$ cat src/design/biq_pkg.sv
`timescale 1ns / 1ps
// Shared types and constants for the biquad filter (direct form II).
// Depends on nothing; every other file but biq_checker refers to it by scoped names.
`default_nettype none

package biq_pkg;

    localparam int COEF_BITS  = 18;
    localparam int DELAY_BITS = 24;
    localparam int CFG_IDX_W  = 3;
    localparam int CNT_W      = $clog2(COEF_BITS);

    typedef logic signed [COEF_BITS-1:0]  t_coef;
    typedef logic signed [DELAY_BITS-1:0] t_delay;

    typedef enum logic [CFG_IDX_W-1:0] {
        REG_B0 = 3'd0,
        REG_B1 = 3'd1,
        REG_B2 = 3'd2,
        REG_A1 = 3'd3,
        REG_A2 = 3'd4
    } t_cfg_reg;

    localparam t_coef COEF_B0_RST = 18'sd16384;
    localparam t_coef COEF_B1_RST = -18'sd32768;
    localparam t_coef COEF_B2_RST = 18'sd16384;
    localparam t_coef COEF_A1_RST = -18'sd3277;
    localparam t_coef COEF_A2_RST = 18'sd2785;

    typedef struct packed {
        t_coef b0;
        t_coef b1;
        t_coef b2;
        t_coef a1;
        t_coef a2;
    } t_coefs;

    // Commands from the sequencer to the serial multiply-accumulate unit.
    typedef struct packed {
        logic init;   // load the accumulator
        logic start;  // begin one coefficient times delay product
        logic sub;    // subtract the product instead of adding it
    } t_mac_cmd;

endpackage

`default_nettype wire

$ cat src/design/biq_ifs.sv
`timescale 1ns / 1ps
// Channel interfaces of the biquad filter: input samples, output samples,
// coefficient writes. Depends on biq_pkg for the register index and coefficient widths.
`default_nettype none

interface biq_in_if #(parameter int SAMPLE_BITS = 16);
    logic                          valid;
    logic                          ready;
    logic signed [SAMPLE_BITS-1:0] sample_in;
    modport source (output valid, output sample_in, input ready);
    modport sink   (input valid, input sample_in, output ready);
endinterface

interface biq_out_if #(parameter int SAMPLE_BITS = 16);
    logic                          valid;
    logic                          ready;
    logic signed [SAMPLE_BITS-1:0] sample_out;
    modport source (output valid, output sample_out, input ready);
    modport sink   (input valid, input sample_out, output ready);
endinterface

interface biq_cfg_if;
    logic                             valid;
    logic                             ready;
    logic [biq_pkg::CFG_IDX_W-1:0]    reg_index;
    logic [biq_pkg::COEF_BITS-1:0]    wdata;
    modport source (output valid, output reg_index, output wdata, input ready);
    modport sink   (input valid, input reg_index, input wdata, output ready);
endinterface

`default_nettype wire

$ cat src/design/biq_coef_regs.sv
`timescale 1ns / 1ps
// Coefficient register file of the biquad filter, written over the config channel.
// Depends on biq_pkg and biq_cfg_if.
`default_nettype none

module biq_coef_regs (
    input  wire logic           i_clk,
    input  wire logic           i_rst_n,
    biq_cfg_if.sink             i_cfg,
    output biq_pkg::t_coefs     o_coefs
);

    biq_pkg::t_coefs r_coefs;

    assign i_cfg.ready = 1'b1;
    assign o_coefs     = r_coefs;

    always_ff @(posedge i_clk) begin
        if (!i_rst_n) begin
            r_coefs.b0 <= biq_pkg::COEF_B0_RST;
            r_coefs.b1 <= biq_pkg::COEF_B1_RST;
            r_coefs.b2 <= biq_pkg::COEF_B2_RST;
            r_coefs.a1 <= biq_pkg::COEF_A1_RST;
            r_coefs.a2 <= biq_pkg::COEF_A2_RST;
        end else if (i_cfg.valid) begin
            // drop writes to indexes beyond the register list
            unique case (biq_pkg::t_cfg_reg'(i_cfg.reg_index))
                biq_pkg::REG_B0: r_coefs.b0 <= i_cfg.wdata;
                biq_pkg::REG_B1: r_coefs.b1 <= i_cfg.wdata;
                biq_pkg::REG_B2: r_coefs.b2 <= i_cfg.wdata;
                biq_pkg::REG_A1: r_coefs.a1 <= i_cfg.wdata;
                biq_pkg::REG_A2: r_coefs.a2 <= i_cfg.wdata;
                default: ;
            endcase
        end
    end

endmodule

`default_nettype wire

$ cat src/design/biq_serial_mac.sv
`timescale 1ns / 1ps
// Bit-serial multiply-accumulate: one coefficient bit per cycle, shift and add.
// Depends on biq_pkg.
`default_nettype none

module biq_serial_mac #(
    parameter int ACC_W = 45
) (
    input  wire logic                    i_clk,
    input  wire logic                    i_rst_n,
    input  wire biq_pkg::t_mac_cmd       i_cmd,
    input  wire biq_pkg::t_coef          i_coef,
    input  wire biq_pkg::t_delay         i_mcand,
    input  wire logic signed [ACC_W-1:0] i_init_val,
    output logic signed [ACC_W-1:0]      o_acc,
    output logic                         o_busy
);

    logic signed [ACC_W-1:0]               r_acc;
    logic signed [ACC_W-1:0]               r_mcand;
    logic [biq_pkg::COEF_BITS-1:0]         r_coef;
    logic [biq_pkg::CNT_W-1:0]             r_cnt;
    logic                                  r_busy;
    logic                                  r_sub;

    logic                                  w_last;
    logic                                  w_neg;
    logic signed [ACC_W-1:0]               w_term;
    logic signed [ACC_W-1:0]               n_acc;

    assign o_acc  = r_acc;
    assign o_busy = r_busy;

    always_comb begin
        w_last = (r_cnt == biq_pkg::CNT_W'(biq_pkg::COEF_BITS - 1));
        w_term = r_coef[0] ? r_mcand : '0;
        // the top coefficient bit carries negative weight
        w_neg  = w_last ^ r_sub;
        n_acc  = w_neg ? (r_acc - w_term) : (r_acc + w_term);
    end

    always_ff @(posedge i_clk) begin
        if (!i_rst_n) begin
            r_busy <= 1'b0;
            r_cnt  <= '0;
        end else if (i_cmd.start) begin
            r_busy <= 1'b1;
            r_cnt  <= '0;
        end else if (r_busy) begin
            if (w_last) begin
                r_busy <= 1'b0;
            end
            r_cnt <= r_cnt + 1'b1;
        end
    end

    always_ff @(posedge i_clk) begin
        if (i_cmd.init) begin
            r_acc <= i_init_val;
        end else if (r_busy) begin
            r_acc <= n_acc;
        end
        if (i_cmd.start) begin
            r_coef  <= i_coef;
            r_mcand <= {{(ACC_W-biq_pkg::DELAY_BITS){i_mcand[biq_pkg::DELAY_BITS-1]}},
                        i_mcand};
            r_sub   <= i_cmd.sub;
        end else if (r_busy) begin
            r_coef  <= r_coef >> 1;
            r_mcand <= r_mcand <<< 1;
        end
    end

endmodule

`default_nettype wire

$ cat src/design/biquad_direct_form2_filter_top.sv
`timescale 1ns / 1ps
// Biquad IIR filter, direct form II, with a bit-serial multiply-accumulate unit.
// Depends on biq_pkg, biq_ifs, biq_coef_regs and biq_serial_mac.
//
//   channel    dir  payload                          request moved
//   i_sample   in   sample_in  (SAMPLE_BITS, s)      one input sample
//   o_sample   out  sample_out (SAMPLE_BITS, s)      one filtered sample
//   i_cfg      in   reg_index (3), wdata (18)        one coefficient write
//
// Each sample takes five coefficient products in the shared bit-serial
// multiply-accumulate unit, each with an issue and a completion step, plus
// the feedback and output rounding steps.
// Reset (synchronous, active low) restores the default coefficients and clears
// both delay values. A stalled result waits in the output register; the next
// sample is still taken, and only its final write-back waits for the slot.
`default_nettype none

module biquad_direct_form2_filter_top #(
    parameter int SAMPLE_BITS    = 16,
    parameter int COEF_FRAC_BITS = 14
) (
    input  wire logic  i_clk,
    input  wire logic  i_rst_n,
    biq_in_if.sink     i_sample,
    biq_out_if.source  o_sample,
    biq_cfg_if.sink    i_cfg
);

    localparam int PROD_W = biq_pkg::COEF_BITS + biq_pkg::DELAY_BITS;
    localparam int X_W    = SAMPLE_BITS + COEF_FRAC_BITS;
    localparam int ACC_W  = ((X_W > PROD_W) ? X_W : PROD_W) + 3;
    localparam int DB     = biq_pkg::DELAY_BITS;

    localparam logic signed [ACC_W-1:0] HALF =
        {{(ACC_W-COEF_FRAC_BITS){1'b0}}, 1'b1, {(COEF_FRAC_BITS-1){1'b0}}};
    localparam logic signed [ACC_W-1:0] W_MAX = {{(ACC_W-DB+1){1'b0}}, {(DB-1){1'b1}}};
    localparam logic signed [ACC_W-1:0] W_MIN = {{(ACC_W-DB+1){1'b1}}, {(DB-1){1'b0}}};
    localparam logic signed [ACC_W-1:0] Y_MAX =
        {{(ACC_W-SAMPLE_BITS+1){1'b0}}, {(SAMPLE_BITS-1){1'b1}}};
    localparam logic signed [ACC_W-1:0] Y_MIN =
        {{(ACC_W-SAMPLE_BITS+1){1'b1}}, {(SAMPLE_BITS-1){1'b0}}};

    typedef enum logic [2:0] {
        S_IDLE,
        S_ISSUE,
        S_WAIT,
        S_W,
        S_Y
    } t_state;

    typedef enum logic [2:0] {
        T_A1,
        T_A2,
        T_B0,
        T_B1,
        T_B2
    } t_term;

    t_state                        r_state;
    t_term                         r_term;
    biq_pkg::t_delay               r_d1;
    biq_pkg::t_delay               r_d2;
    biq_pkg::t_delay               r_w;
    logic                          r_out_valid;
    logic signed [SAMPLE_BITS-1:0] r_out_data;

    biq_pkg::t_coefs               w_coefs;
    biq_pkg::t_mac_cmd             w_cmd;
    biq_pkg::t_coef                w_coef;
    biq_pkg::t_delay               w_mcand;
    logic signed [ACC_W-1:0]       w_init_val;
    logic signed [ACC_W-1:0]       w_acc;
    logic                          w_busy;
    logic                          w_accept;
    logic signed [ACC_W-1:0]       w_rnd;
    biq_pkg::t_delay               w_wsat;
    logic signed [SAMPLE_BITS-1:0] w_ysat;
    logic                          w_slot_free;

    biq_coef_regs u_coef_regs (
        .i_clk   (i_clk),
        .i_rst_n (i_rst_n),
        .i_cfg   (i_cfg),
        .o_coefs (w_coefs)
    );

    biq_serial_mac #(.ACC_W(ACC_W)) u_mac (
        .i_clk      (i_clk),
        .i_rst_n    (i_rst_n),
        .i_cmd      (w_cmd),
        .i_coef     (w_coef),
        .i_mcand    (w_mcand),
        .i_init_val (w_init_val),
        .o_acc      (w_acc),
        .o_busy     (w_busy)
    );

    assign i_sample.ready      = (r_state == S_IDLE);
    assign w_accept            = i_sample.valid && (r_state == S_IDLE);
    assign o_sample.valid      = r_out_valid;
    assign o_sample.sample_out = r_out_data;
    assign w_slot_free         = !r_out_valid || o_sample.ready;

    always_comb begin
        w_cmd.init  = w_accept || (r_state == S_W);
        w_cmd.start = (r_state == S_ISSUE);
        w_cmd.sub   = (r_term == T_A1) || (r_term == T_A2);
        // feedback pass starts from x scaled to the accumulator's fraction
        w_init_val  = (r_state == S_IDLE)
            ? {{(ACC_W-X_W){i_sample.sample_in[SAMPLE_BITS-1]}},
               i_sample.sample_in, {COEF_FRAC_BITS{1'b0}}}
            : '0;
        unique case (r_term)
            T_A1: begin w_coef = w_coefs.a1; w_mcand = r_d1; end
            T_A2: begin w_coef = w_coefs.a2; w_mcand = r_d2; end
            T_B0: begin w_coef = w_coefs.b0; w_mcand = r_w;  end
            T_B1: begin w_coef = w_coefs.b1; w_mcand = r_d1; end
            T_B2: begin w_coef = w_coefs.b2; w_mcand = r_d2; end
            default: begin w_coef = '0; w_mcand = '0; end
        endcase
    end

    // round to nearest (add half, floor), then clamp
    always_comb begin
        w_rnd = (w_acc + HALF) >>> COEF_FRAC_BITS;
        priority if (w_rnd > W_MAX) begin
            w_wsat = W_MAX[DB-1:0];
        end else if (w_rnd < W_MIN) begin
            w_wsat = W_MIN[DB-1:0];
        end else begin
            w_wsat = w_rnd[DB-1:0];
        end
        priority if (w_rnd > Y_MAX) begin
            w_ysat = Y_MAX[SAMPLE_BITS-1:0];
        end else if (w_rnd < Y_MIN) begin
            w_ysat = Y_MIN[SAMPLE_BITS-1:0];
        end else begin
            w_ysat = w_rnd[SAMPLE_BITS-1:0];
        end
    end

    always_ff @(posedge i_clk) begin
        if (!i_rst_n) begin
            r_state     <= S_IDLE;
            r_term      <= T_A1;
            r_out_valid <= 1'b0;
            r_d1        <= '0;
            r_d2        <= '0;
        end else begin
            if ((r_state == S_Y) && w_slot_free) begin
                r_out_valid <= 1'b1;
            end else if (o_sample.ready) begin
                r_out_valid <= 1'b0;
            end
            unique case (r_state)
                S_IDLE: begin
                    if (w_accept) begin
                        r_term  <= T_A1;
                        r_state <= S_ISSUE;
                    end
                end
                S_ISSUE: begin
                    r_state <= S_WAIT;
                end
                S_WAIT: begin
                    if (!w_busy) begin
                        unique case (r_term)
                            T_A1: begin r_term <= T_A2; r_state <= S_ISSUE; end
                            T_A2: r_state <= S_W;
                            T_B0: begin r_term <= T_B1; r_state <= S_ISSUE; end
                            T_B1: begin r_term <= T_B2; r_state <= S_ISSUE; end
                            T_B2: r_state <= S_Y;
                            default: r_state <= S_IDLE;
                        endcase
                    end
                end
                S_W: begin
                    r_w     <= w_wsat;
                    r_term  <= T_B0;
                    r_state <= S_ISSUE;
                end
                S_Y: begin
                    // hold until the output register is free
                    if (w_slot_free) begin
                        r_out_data  <= w_ysat;
                        r_d2        <= r_d1;
                        r_d1        <= r_w;
                        r_state     <= S_IDLE;
                    end
                end
                default: r_state <= S_IDLE;
            endcase
        end
    end

endmodule

`default_nettype wire

$ cat src/flat_wrapper.sv
// flat-port wrapper written by rule: the top's interface ports become plain ports
module biquad_direct_form2_filter_top_flat 
#(
    parameter int SAMPLE_BITS    = 16,
    parameter int COEF_FRAC_BITS = 14
)
  (i_clk, i_rst_n, i_sample_valid, i_sample_sample_in, i_sample_ready, o_sample_valid, o_sample_sample_out, o_sample_ready, i_cfg_valid, i_cfg_reg_index, i_cfg_wdata, i_cfg_ready);
  biq_in_if #(.SAMPLE_BITS(SAMPLE_BITS)) i_sample_i ();
  biq_out_if #(.SAMPLE_BITS(SAMPLE_BITS)) o_sample_i ();
  biq_cfg_if i_cfg_i ();
  input  wire logic i_clk;
  input  wire logic i_rst_n;
  input wire logic [$bits(i_sample_i.valid)-1:0] i_sample_valid;
  input wire logic [$bits(i_sample_i.sample_in)-1:0] i_sample_sample_in;
  output wire logic [$bits(i_sample_i.ready)-1:0] i_sample_ready;
  output wire logic [$bits(o_sample_i.valid)-1:0] o_sample_valid;
  output wire logic [$bits(o_sample_i.sample_out)-1:0] o_sample_sample_out;
  input wire logic [$bits(o_sample_i.ready)-1:0] o_sample_ready;
  input wire logic [$bits(i_cfg_i.valid)-1:0] i_cfg_valid;
  input wire logic [$bits(i_cfg_i.reg_index)-1:0] i_cfg_reg_index;
  input wire logic [$bits(i_cfg_i.wdata)-1:0] i_cfg_wdata;
  output wire logic [$bits(i_cfg_i.ready)-1:0] i_cfg_ready;
  assign i_sample_i.valid = i_sample_valid;
  assign i_sample_i.sample_in = i_sample_sample_in;
  assign i_sample_ready = i_sample_i.ready;
  assign o_sample_valid = o_sample_i.valid;
  assign o_sample_sample_out = o_sample_i.sample_out;
  assign o_sample_i.ready = o_sample_ready;
  assign i_cfg_i.valid = i_cfg_valid;
  assign i_cfg_i.reg_index = i_cfg_reg_index;
  assign i_cfg_i.wdata = i_cfg_wdata;
  assign i_cfg_ready = i_cfg_i.ready;
  biquad_direct_form2_filter_top #(.SAMPLE_BITS(SAMPLE_BITS), .COEF_FRAC_BITS(COEF_FRAC_BITS)) u_core (.i_clk(i_clk), .i_rst_n(i_rst_n), .i_sample(i_sample_i), .o_sample(o_sample_i), .i_cfg(i_cfg_i));
endmodule
$ cat config.mk
export PLATFORM = sky130hd
export DESIGN_NAME = biquad_direct_form2_filter_top_flat
export DESIGN_NICKNAME = d
export VERILOG_FILES = /design/src/design/biq_pkg.sv /design/src/design/biq_ifs.sv /design/src/design/biq_coef_regs.sv /design/src/design/biq_serial_mac.sv /design/src/design/biquad_direct_form2_filter_top.sv /design/src/flat_wrapper.sv
export SDC_FILE = /design/constraint.sdc
export NUM_CORES = 1
export LEC_CHECK = 0
export BUFFER_PORTS_ARGS = -buffer_cell sky130_fd_sc_hd__buf_4
export CAP_MARGIN = 20
export CORE_MARGIN = 10
export CORE_UTILIZATION = 45
export CTS_CLUSTER_SIZE = 30
export DETAILED_ROUTE_END_ITERATION = 16
export PLACE_DENSITY_LB_ADDON = 0.05
export SYNTH_ARGS = -nofsm -noshare
export SYNTH_HDL_FRONTEND = slang
export SYNTH_SLANG_ARGS = --single-unit
$ cat constraint.sdc
create_clock -name i_clk -period 6.25 [get_ports i_clk]
set_input_delay 0.3125 -clock i_clk [delete_from_list [all_inputs] [get_ports i_clk]]
set_output_delay 0.3125 -clock i_clk [all_outputs]
set_load 0.01 [all_outputs]
==> results of run 1 <==
layer usage:
metal | up-vias | routed length [um]
li1 | 7235 | -
met1 | 7045 | 23070
met2 | 356 | 23360
met3 | 86 | 2409
met4 | 0 | 1297
met5 | - | 0
synth_stat cells, types with 3 or more instances:
cell / count
nand2_1: 515
dfxtp_1: 151
edfxtp_1: 149
o21ai_0: 140
a21boi_0: 120
clkbuf_1: 120
a21oi_1: 90
nand3_1: 64
nor2_1: 64
a211oi_1: 55
xnor2_1: 54
xor2_1: 49
ha_1: 47
mux2i_1: 42
nor2b_1: 38
a21o_1: 32
nor3_1: 27
inv_1: 25
nand4_1: 19
a221oi_1: 18
nand2b_1: 18
o31ai_1: 14
and3_1: 13
and2_1: 12
nor4_1: 10
o21bai_1: 10
a31oi_1: 9
o21ai_1: 9
or2_2: 9
o211ai_1: 8
o21a_1: 8
buf_1: 7
or3_1: 7
a211o_1: 6
o41ai_1: 6
or4_1: 5
a2111oi_0: 3
buf_2: 3
buf_6: 3
nor3b_1: 3
o22ai_1: 3
where the power goes:
group	total, mW	leakage (nW)	switching, mW	internal, mW
Sequential	2.91	2.65	0.352	2.56
Combinational	3.34	3.75	2.05	1.28
Clock	2.07	0.561	0.857	1.21
Total	8.31	6.95	3.26	5.05
layout make-up:
type / instances / area share
well taps: 518 / 0.03326
clock inverters: 8 / 0.002311
repair buffers: 89 / 0.03583
clock buffers: 60 / 0.05669
multi-input cells: 1577 / 0.4821
inverters: 25 / 0.004815
flip-flops and latches: 300 / 0.3850
critical path: cells and delay by family (launching register included):
family / cells / cell delay, ns
xor+xnor: 2 / 0.37
buf+inv: 2 / 0.58
fa+ha+maj: 2 / 0.58
flops: 1 / 0.39
compound gates: 6 / 1.93
simple gates: 4 / 1.24
kinds of logic after synthesis:
family                     count (synthesis)
and+or+nand+nor                          824
AOI/OAI and AO/OA                        556
DFF                                      300
buffers and inverters                    160
xor gates and xnor gates                 103
adders and majority gates                 48
muxes                                     45
other                                      1
per-stage QoR:
stage / utilization / power, mW / hold WS, ns / worst slack, ns
2_1_floorplan: - / 5.326 / 0.4355 / 1.339
3_3_place_gp: 0.4744 / 6.246 / 0.4489 / 0.9324
3_5_place_dp: 0.4749 / 6.236 / 0.4544 / 0.9634
4_1_cts: 0.5066 / 8.347 / 0.0001731 / 0.9172
5_1_grt: 0.5066 / 8.911 / 0.02529 / 0.5424
6_report: 0.5066 / 8.312 / 0.03430 / 0.8971
how the worst max path moves through the flow:
stage | startpoint | end | cells past startpoint
after detailed placement | u_core.u_mac.r_cnt[0] | u_core.u_mac.o_acc[43] | 16
after global routing | u_core.u_mac.r_cnt[0] | u_core.u_mac.o_acc[43] | 16
after CTS | u_core.u_mac.r_cnt[0] | u_core.u_mac.o_acc[43] | 16
final | u_core.u_mac.r_cnt[0] | u_core.u_mac.o_acc[43] | 16
after global placement | u_core.u_mac.r_cnt[0] | u_core.u_mac.o_acc[43] | 16
after floorplan | u_core.u_mac.r_cnt[0] | u_core.u_mac.o_acc[43] | 16
state kept, by name (all words and copies together) (netlist names):
name                        cells
u_core.u_coef_regs.o_coefs     90
u_core.u_mac.o_acc             45
u_core.u_mac.r_mcand           45
u_core.r_d1                    24
u_core.r_d2                    24
u_core.r_w                     24
u_core.u_mac.r_coef            18
u_core.o_sample.sample_out     16
u_core.u_mac.r_cnt              5
u_core.r_state                  3
u_core.r_term                   3
u_core.o_sample.valid           1
u_core.u_mac.o_busy             1
u_core.u_mac.r_sub              1
==> run metrics, run 1 <==
DRC=0; GPL Wtd Cong=0.8733; row count=72; n_diodes=0; CP Max Fanout=34; largest net degree at the start of global routing=70; unrepaired setup endpoints after global routing=false; fraction of layout cells with a size suffix above 1=0.08354; Peak VDD IR=248.8 uV; Synth Area in XOR/XNOR=0.05166; critical path's slowest cell=a2111oi_2; met1 layer usage reported by global route=0.2846; clk slew on worst S/H paths=0.06 ns; post-synth cell types=83; Lkg Pwr=6.953 nW; r2r startpoint=u_core.u_mac.r_cnt[0]; WL/cell=19.46 um; All-Layer GR Usage=0.2109; Post-CTS Hold Buffers=7; Async SR Flop Fraction=0; Root Driver=clkbuf_16; filler instances=3681; #FFs+latches synth=300; flop2flop setup slack=0.90 ns; IO Pins=61; hpwl dp=33910 um; largest area contributor in the netlist=edfxtp_1; placed cell count=2502; Hold Crit Endpoint=u_core.u_coef_regs.o_coefs[7]; post-synthesis cell count=2037; fraction of the cycle the final worst path needs=0.8565; Sum Neg Setup Slack=0 ns; Final nets=2120; final wirelength=50140 um; met2 Use GR=0.3415; CTS Buffer Depth=3; crit path DAT=5.65 ns; die height=217.0 um; slowest stage delay, CP=0.72 ns; commonest non-fill, non-tap cell in the layout=nand2_1; Main synth FF type=dfxtp_1; placed cell areas=18270 um2; die area=47080 um2; Finished Cell Area=19490 um2; syn avg cell area=8.572 um2; Finish-stage setup viols=0; multi-input logic area=9395 um2; outcome=complete, no violations; via count=14.72k; Post-CTS Setup Inserts=0; Worst Hold Depth=3; worst flop-to-flop path endpoint=u_core.u_mac.o_acc[43]; Syn Nets=2127; pwr dens=426.5 nW/um2; Slew headroom=0.2767; post-CTS resize count=0; max_cap viols=0; Slew @ Worst Pin=1.084 ns; setup clock skew after layout=0.01108 ns; crit path time final=5.353 ns; number of global-route vias before repair=14.01k; Worst Hold Class=input pin to register; post-synthesis sequential area ratio=0.4293; drt pass-1 iters=5; main area contributors after synthesis=edfxtp_1, dfxtp_1, nand2_1, a21boi_0, o21ai_0; HP Start=i_cfg_wdata[7]; Clock Latency Late Sink=0.54 ns; commonest non-fill, non-tap cells in the layout=nand2_1, edfxtp_1, dfxtp_1; gr busiest metal=met2; Initial Utilization=0.4539; Ys Warns=0; die span in x=217.0 um; largest family of logic cells by synthesized area=simple AND/OR/NAND/NOR gates; Synth Area in Simple Gates=0.2107; clock sink count=300; initial drt markers=949; Layout area overhead=11.60%; # port buffers=59; drt via density=5.713; compound-gate portion of the synthesized area=0.2100; EDFF count, synth=149; total CTS buffers=37; Overflow after GRT=0; DRT antenna net count=0; core footprint=38470 um2; mapped cell area=17460 um2; clock tree from TritonCTS=built; first-pass GRT wire length=80070 um; mux contribution to synthesized area=0.02687; Post-Layout Cell Count=2577; WP data required=6.55 ns; met3 Use GR=0.03315; post-synthesis adder-cell area fraction=0.03482; CP Capture Type=register; Fmax=0.1868 GHz; share of the synthesized area in the top cell type=0.2562; crit path cell chain=ha_1 > nor4bb_1 > xnor2_2 > buf_4 > o21ai_0 > xnor2_1 > nand2_1 > ha_1 > nand2_1 > a2111oi_0 > buf_4 > o21ai_0 > a21o_1 > a2111oi_2 > a21oi_1 > or3_1; CP Launch Type=register; R2R cell count=16; Hold Fails Final Rpt=0; H-tree Lvls=2; flip-flop and latch area=7502 um2; critical path class=register to register; Slew Viols, Final=0; initial antenna violation count=0
Power figures use the tool's default switching activity.
==> run 2: changes to the inputs <==
Settings changed: ABC_AREA from default to 1.
==> run 2 against run 1 <==
Sequential share of layout area is 0.56 points lower. Critical path depth is 4 higher. Via count is 14% higher. Flip-flop and latch count stayed put. Non-clock buffer count is 4 higher. Synthesized area is 0.62% higher. Setup slack better by 0.30 ns. Worst hold slack worse by 0.0056 ns. Critical endpoint is now u_core.u_mac.o_acc[30].
==> run metrics, run 2 <==
number of flip-flops in the largest register=90 (unchanged); #FFs+latches synth=300 (unchanged); initial drt markers=1698 (was 949); crit path time final=5.048 ns (was 5.353 ns); Main synth FF type=dfxtp_1 (unchanged); Layout area overhead=12.48% (was 11.60%); routed wl met3=3578 um (was 2409 um); via count=16.75k (was 14.72k); fraction of layout cells with a size suffix above 1=0.06484 (was 0.08354); Slew Viols, Final=0 (unchanged); max_cap viols=0 (unchanged); filler instances=3882 (was 3681); flip-flop and latch area=7497 um2 (was 7502 um2); CP Capture Type=register (unchanged); final wirelength=59490 um (was 50140 um); Async SR Flop Fraction=0 (unchanged); WL met2=26400 um (was 23360 um); Syn Nets=2577 (was 2127); largest net degree at the start of global routing=101 (was 70); Slew headroom=0.2846 (was 0.2767); post-synthesis cell count=2487 (was 2037); drt pass-1 iters=5 (unchanged); crit path cell chain=buf_4 > nand2_1 > nand2_1 > nor2_1 > nand2_1 > nor2_1 > nand2_1 > o21ai_0 > xor2_1 > inv_1 > ha_1 > a21oi_1 > o21ai_0 > a21oi_1 > nand3_1 > nand2_1 > nand2_1 > nand2_1 > nand2_1 > o21ai_0 (was ha_1 > nor4bb_1 > xnor2_2 > buf_4 > o21ai_0 > xnor2_1 > nand2_1 > ha_1 > nand2_1 > a2111oi_0 > buf_4 > o21ai_0 > a21o_1 > a2111oi_2 > a21oi_1 > or3_1); Post-Place Worst Slack=1.369 ns (was 0.9634 ns); Min Hold Slack=0.02873 ns (was 0.03430 ns); share of the synthesized area in the top cell type=0.2547 (was 0.2562); Initial Utilization=0.4546 (was 0.4539); fraction of the cycle the final worst path needs=0.8077 (was 0.8565); mapped cell area=17570 um2 (was 17460 um2); Finished Cell Area=19760 um2 (was 19490 um2); initial antenna violation count=0 (unchanged); Slew @ Worst Pin=1.072 ns (was 1.084 ns); post-synthesis sequential area ratio=0.4267 (was 0.4293); Finish-stage setup viols=0 (unchanged); Ys Warns=0 (unchanged); Hold Fails Final Rpt=0 (unchanged); WP data required=6.63 ns (was 6.55 ns); post-synth cell types=47 (was 83); unrepaired setup endpoints after global routing=false (unchanged); first-pass GRT wire length=92090 um (was 80070 um); hpwl dp=43180 um (was 33910 um); Final WS setup=1.202 ns (was 0.8971 ns); multi-input logic area=8944 um2 (was 9395 um2); CP Max Fanout=29 (was 34); Sum Neg Setup Slack=0 ns (unchanged); Post-CTS Setup Inserts=0 (unchanged); All-Layer GR Usage=0.2482 (was 0.2109); Root Driver=clkbuf_16 (unchanged); commonest non-fill, non-tap cells in the layout=nand2_1, nor2_1, o21ai_0 (was nand2_1, edfxtp_1, dfxtp_1); largest area contributor in the netlist=edfxtp_1 (unchanged); met1 wire length=28230 um (was 23070 um); Max Used Layer=met4 (unchanged); drt via density=5.443 (was 5.713); CTS Buffer Depth=3 (unchanged); # port buffers=59 (unchanged); main area contributors after synthesis=edfxtp_1, dfxtp_1, nand2_1, nor2_1, o21ai_0 (was edfxtp_1, dfxtp_1, nand2_1, a21boi_0, o21ai_0); die area=47350 um2 (was 47080 um2); clk slew on worst S/H paths=0.06 ns (about the same); n_diodes=0 (unchanged); EDFF count, synth=149 (unchanged); H-tree Lvls=2 (unchanged); crit path DAT=5.43 ns (was 5.65 ns); post-CTS resize count=0 (unchanged); DRC=0 (unchanged); DRT antenna net count=0 (unchanged); die height=217.6 um (was 217.0 um); slowest stage delay, CP=0.76 ns (was 0.72 ns); die span in x=217.6 um (was 217.0 um); row count=72 (unchanged); Worst Hold Class=input pin to register (unchanged); total CTS buffers=36 (was 37); clock tree from TritonCTS=built (unchanged); WL/cell=19.33 um (was 19.46 um); IO Pins=61 (unchanged); GPL Wtd Cong=0.9923 (was 0.8733); commonest non-fill, non-tap cell in the layout=nand2_1 (unchanged); crit-path most repeated cell=nand2_1; number of global-route vias before repair=15.90k (was 14.01k); core footprint=38650 um2 (was 38470 um2); Clock Latency Late Sink=0.56 ns (was 0.54 ns); most instantiated library cell after synthesis=nand2_1 (unchanged); critical path class=register to register (unchanged); Final nets=2622 (was 2120); placed cell areas=18510 um2 (was 18270 um2); critical path's slowest cell=edfxtp_1 (was a2111oi_2); outcome=complete, no violations (unchanged); Fmax=0.1981 GHz (was 0.1868 GHz); setup clock skew after layout=0.02114 ns (was 0.01108 ns); CP Launch Type=register (unchanged); Synth top cells by count=nand2_1, nor2_1, o21ai_0, inv_1, dfxtp_1 (was nand2_1, dfxtp_1, edfxtp_1, o21ai_0); Overflow after GRT=0 (unchanged); clock sink count=300 (unchanged); syn avg cell area=7.064 um2 (was 8.572 um2)
## run 2: cell types whose count changed after synthesis, moves of 42 or more
cell | previous run | this run
a211oi_1 | 55 | 2
a21boi_0 | 120 | 1
a21oi_1 | 90 | 149
clkbuf_1 | 120 | 72
inv_1 | 25 | 210
mux2i_1 | 42 | 0
nand2_1 | 515 | 786
nor2_1 | 64 | 348
o21ai_0 | 140 | 235
## run 2: metrics by stage
stage          cells  utilization
2_1_floorplan   2487            -
3_5_place_dp    2998       0.4789
3_3_place_gp    2998       0.4789
6_report        3078       0.5114
4_1_cts         3078       0.5114
5_1_grt         3078       0.5114
## run 2: cell type report
type	instances	share of cell area
multi-input combinational	1881	0.4525
sequential	300	0.3794
clock buffer	51	0.04995
inverter	220	0.04179
timing repair buffer	93	0.03710
tap	518	0.03280
clock inverter	15	0.006458
## run 2: path summary, 6_finish.rpt
path | slack [ns] | startpoint | cells after the start | endpoint
setup / recovery | 1.20 | u_core.u_mac.r_coef[0] | 20 | u_core.u_mac.o_acc[30]
hold / removal | 0.03 | i_cfg_wdata[1] | 3 | u_core.u_coef_regs.o_coefs[19]
setup reg to reg | 1.20 | u_core.u_mac.r_coef[0] | 20 | u_core.u_mac.o_acc[30]
hold reg to reg | 0.45 | u_core.r_d2[23] | 2 | u_core.r_d2[23]
## run 2: logic make-up (layout without fill, tap and decap cells)
| family | count (synthesis) | in the layout | synth area share |
|---|---|---|---|
| and+or+nand+nor | 1320 | 1320 | 0.3020 |
| other | 1 | 1 | 0.0002134 |
| buffers and inverters | 306 | 379 | 0.06723 |
| AOI/OAI and AO/OA | 458 | 458 | 0.1423 |
| xor gates and xnor gates | 54 | 54 | 0.02692 |
| DFF | 300 | 300 | 0.4267 |
| adders and majority gates | 48 | 48 | 0.03461 |
## run 2: timing repair
| action | 4_1_cts | 5_1_grt |
|---|---|---|
| setup endpoints to repair | 0 | 0 |
| hold endpoints to repair | 21 | 0 |
| hold buffers | 14 | 0 |
## run 2: layer usage
layer,global-route usage,vias up
met4,0.06595,0
met1,0.3567,7897
met2,0.3869,527
met3,0.02857,75
met5,0,-
li1,-,8255
## run 2: critical path: cells and delay by family (launching register included)
family	cells	cell delay, ns
AND/OR/NAND/NOR	11	1.75
AO/OA/AOI/OAI	5	1.24
flip-flops	1	0.76
buffers and inverters	2	0.45
adder cells (fa/ha/maj)	1	0.36
XOR/XNOR	1	0.29
Power of run 2 is not shown: default switching activity piles up to over one toggle a cycle in this logic, so the estimate is an artifact.
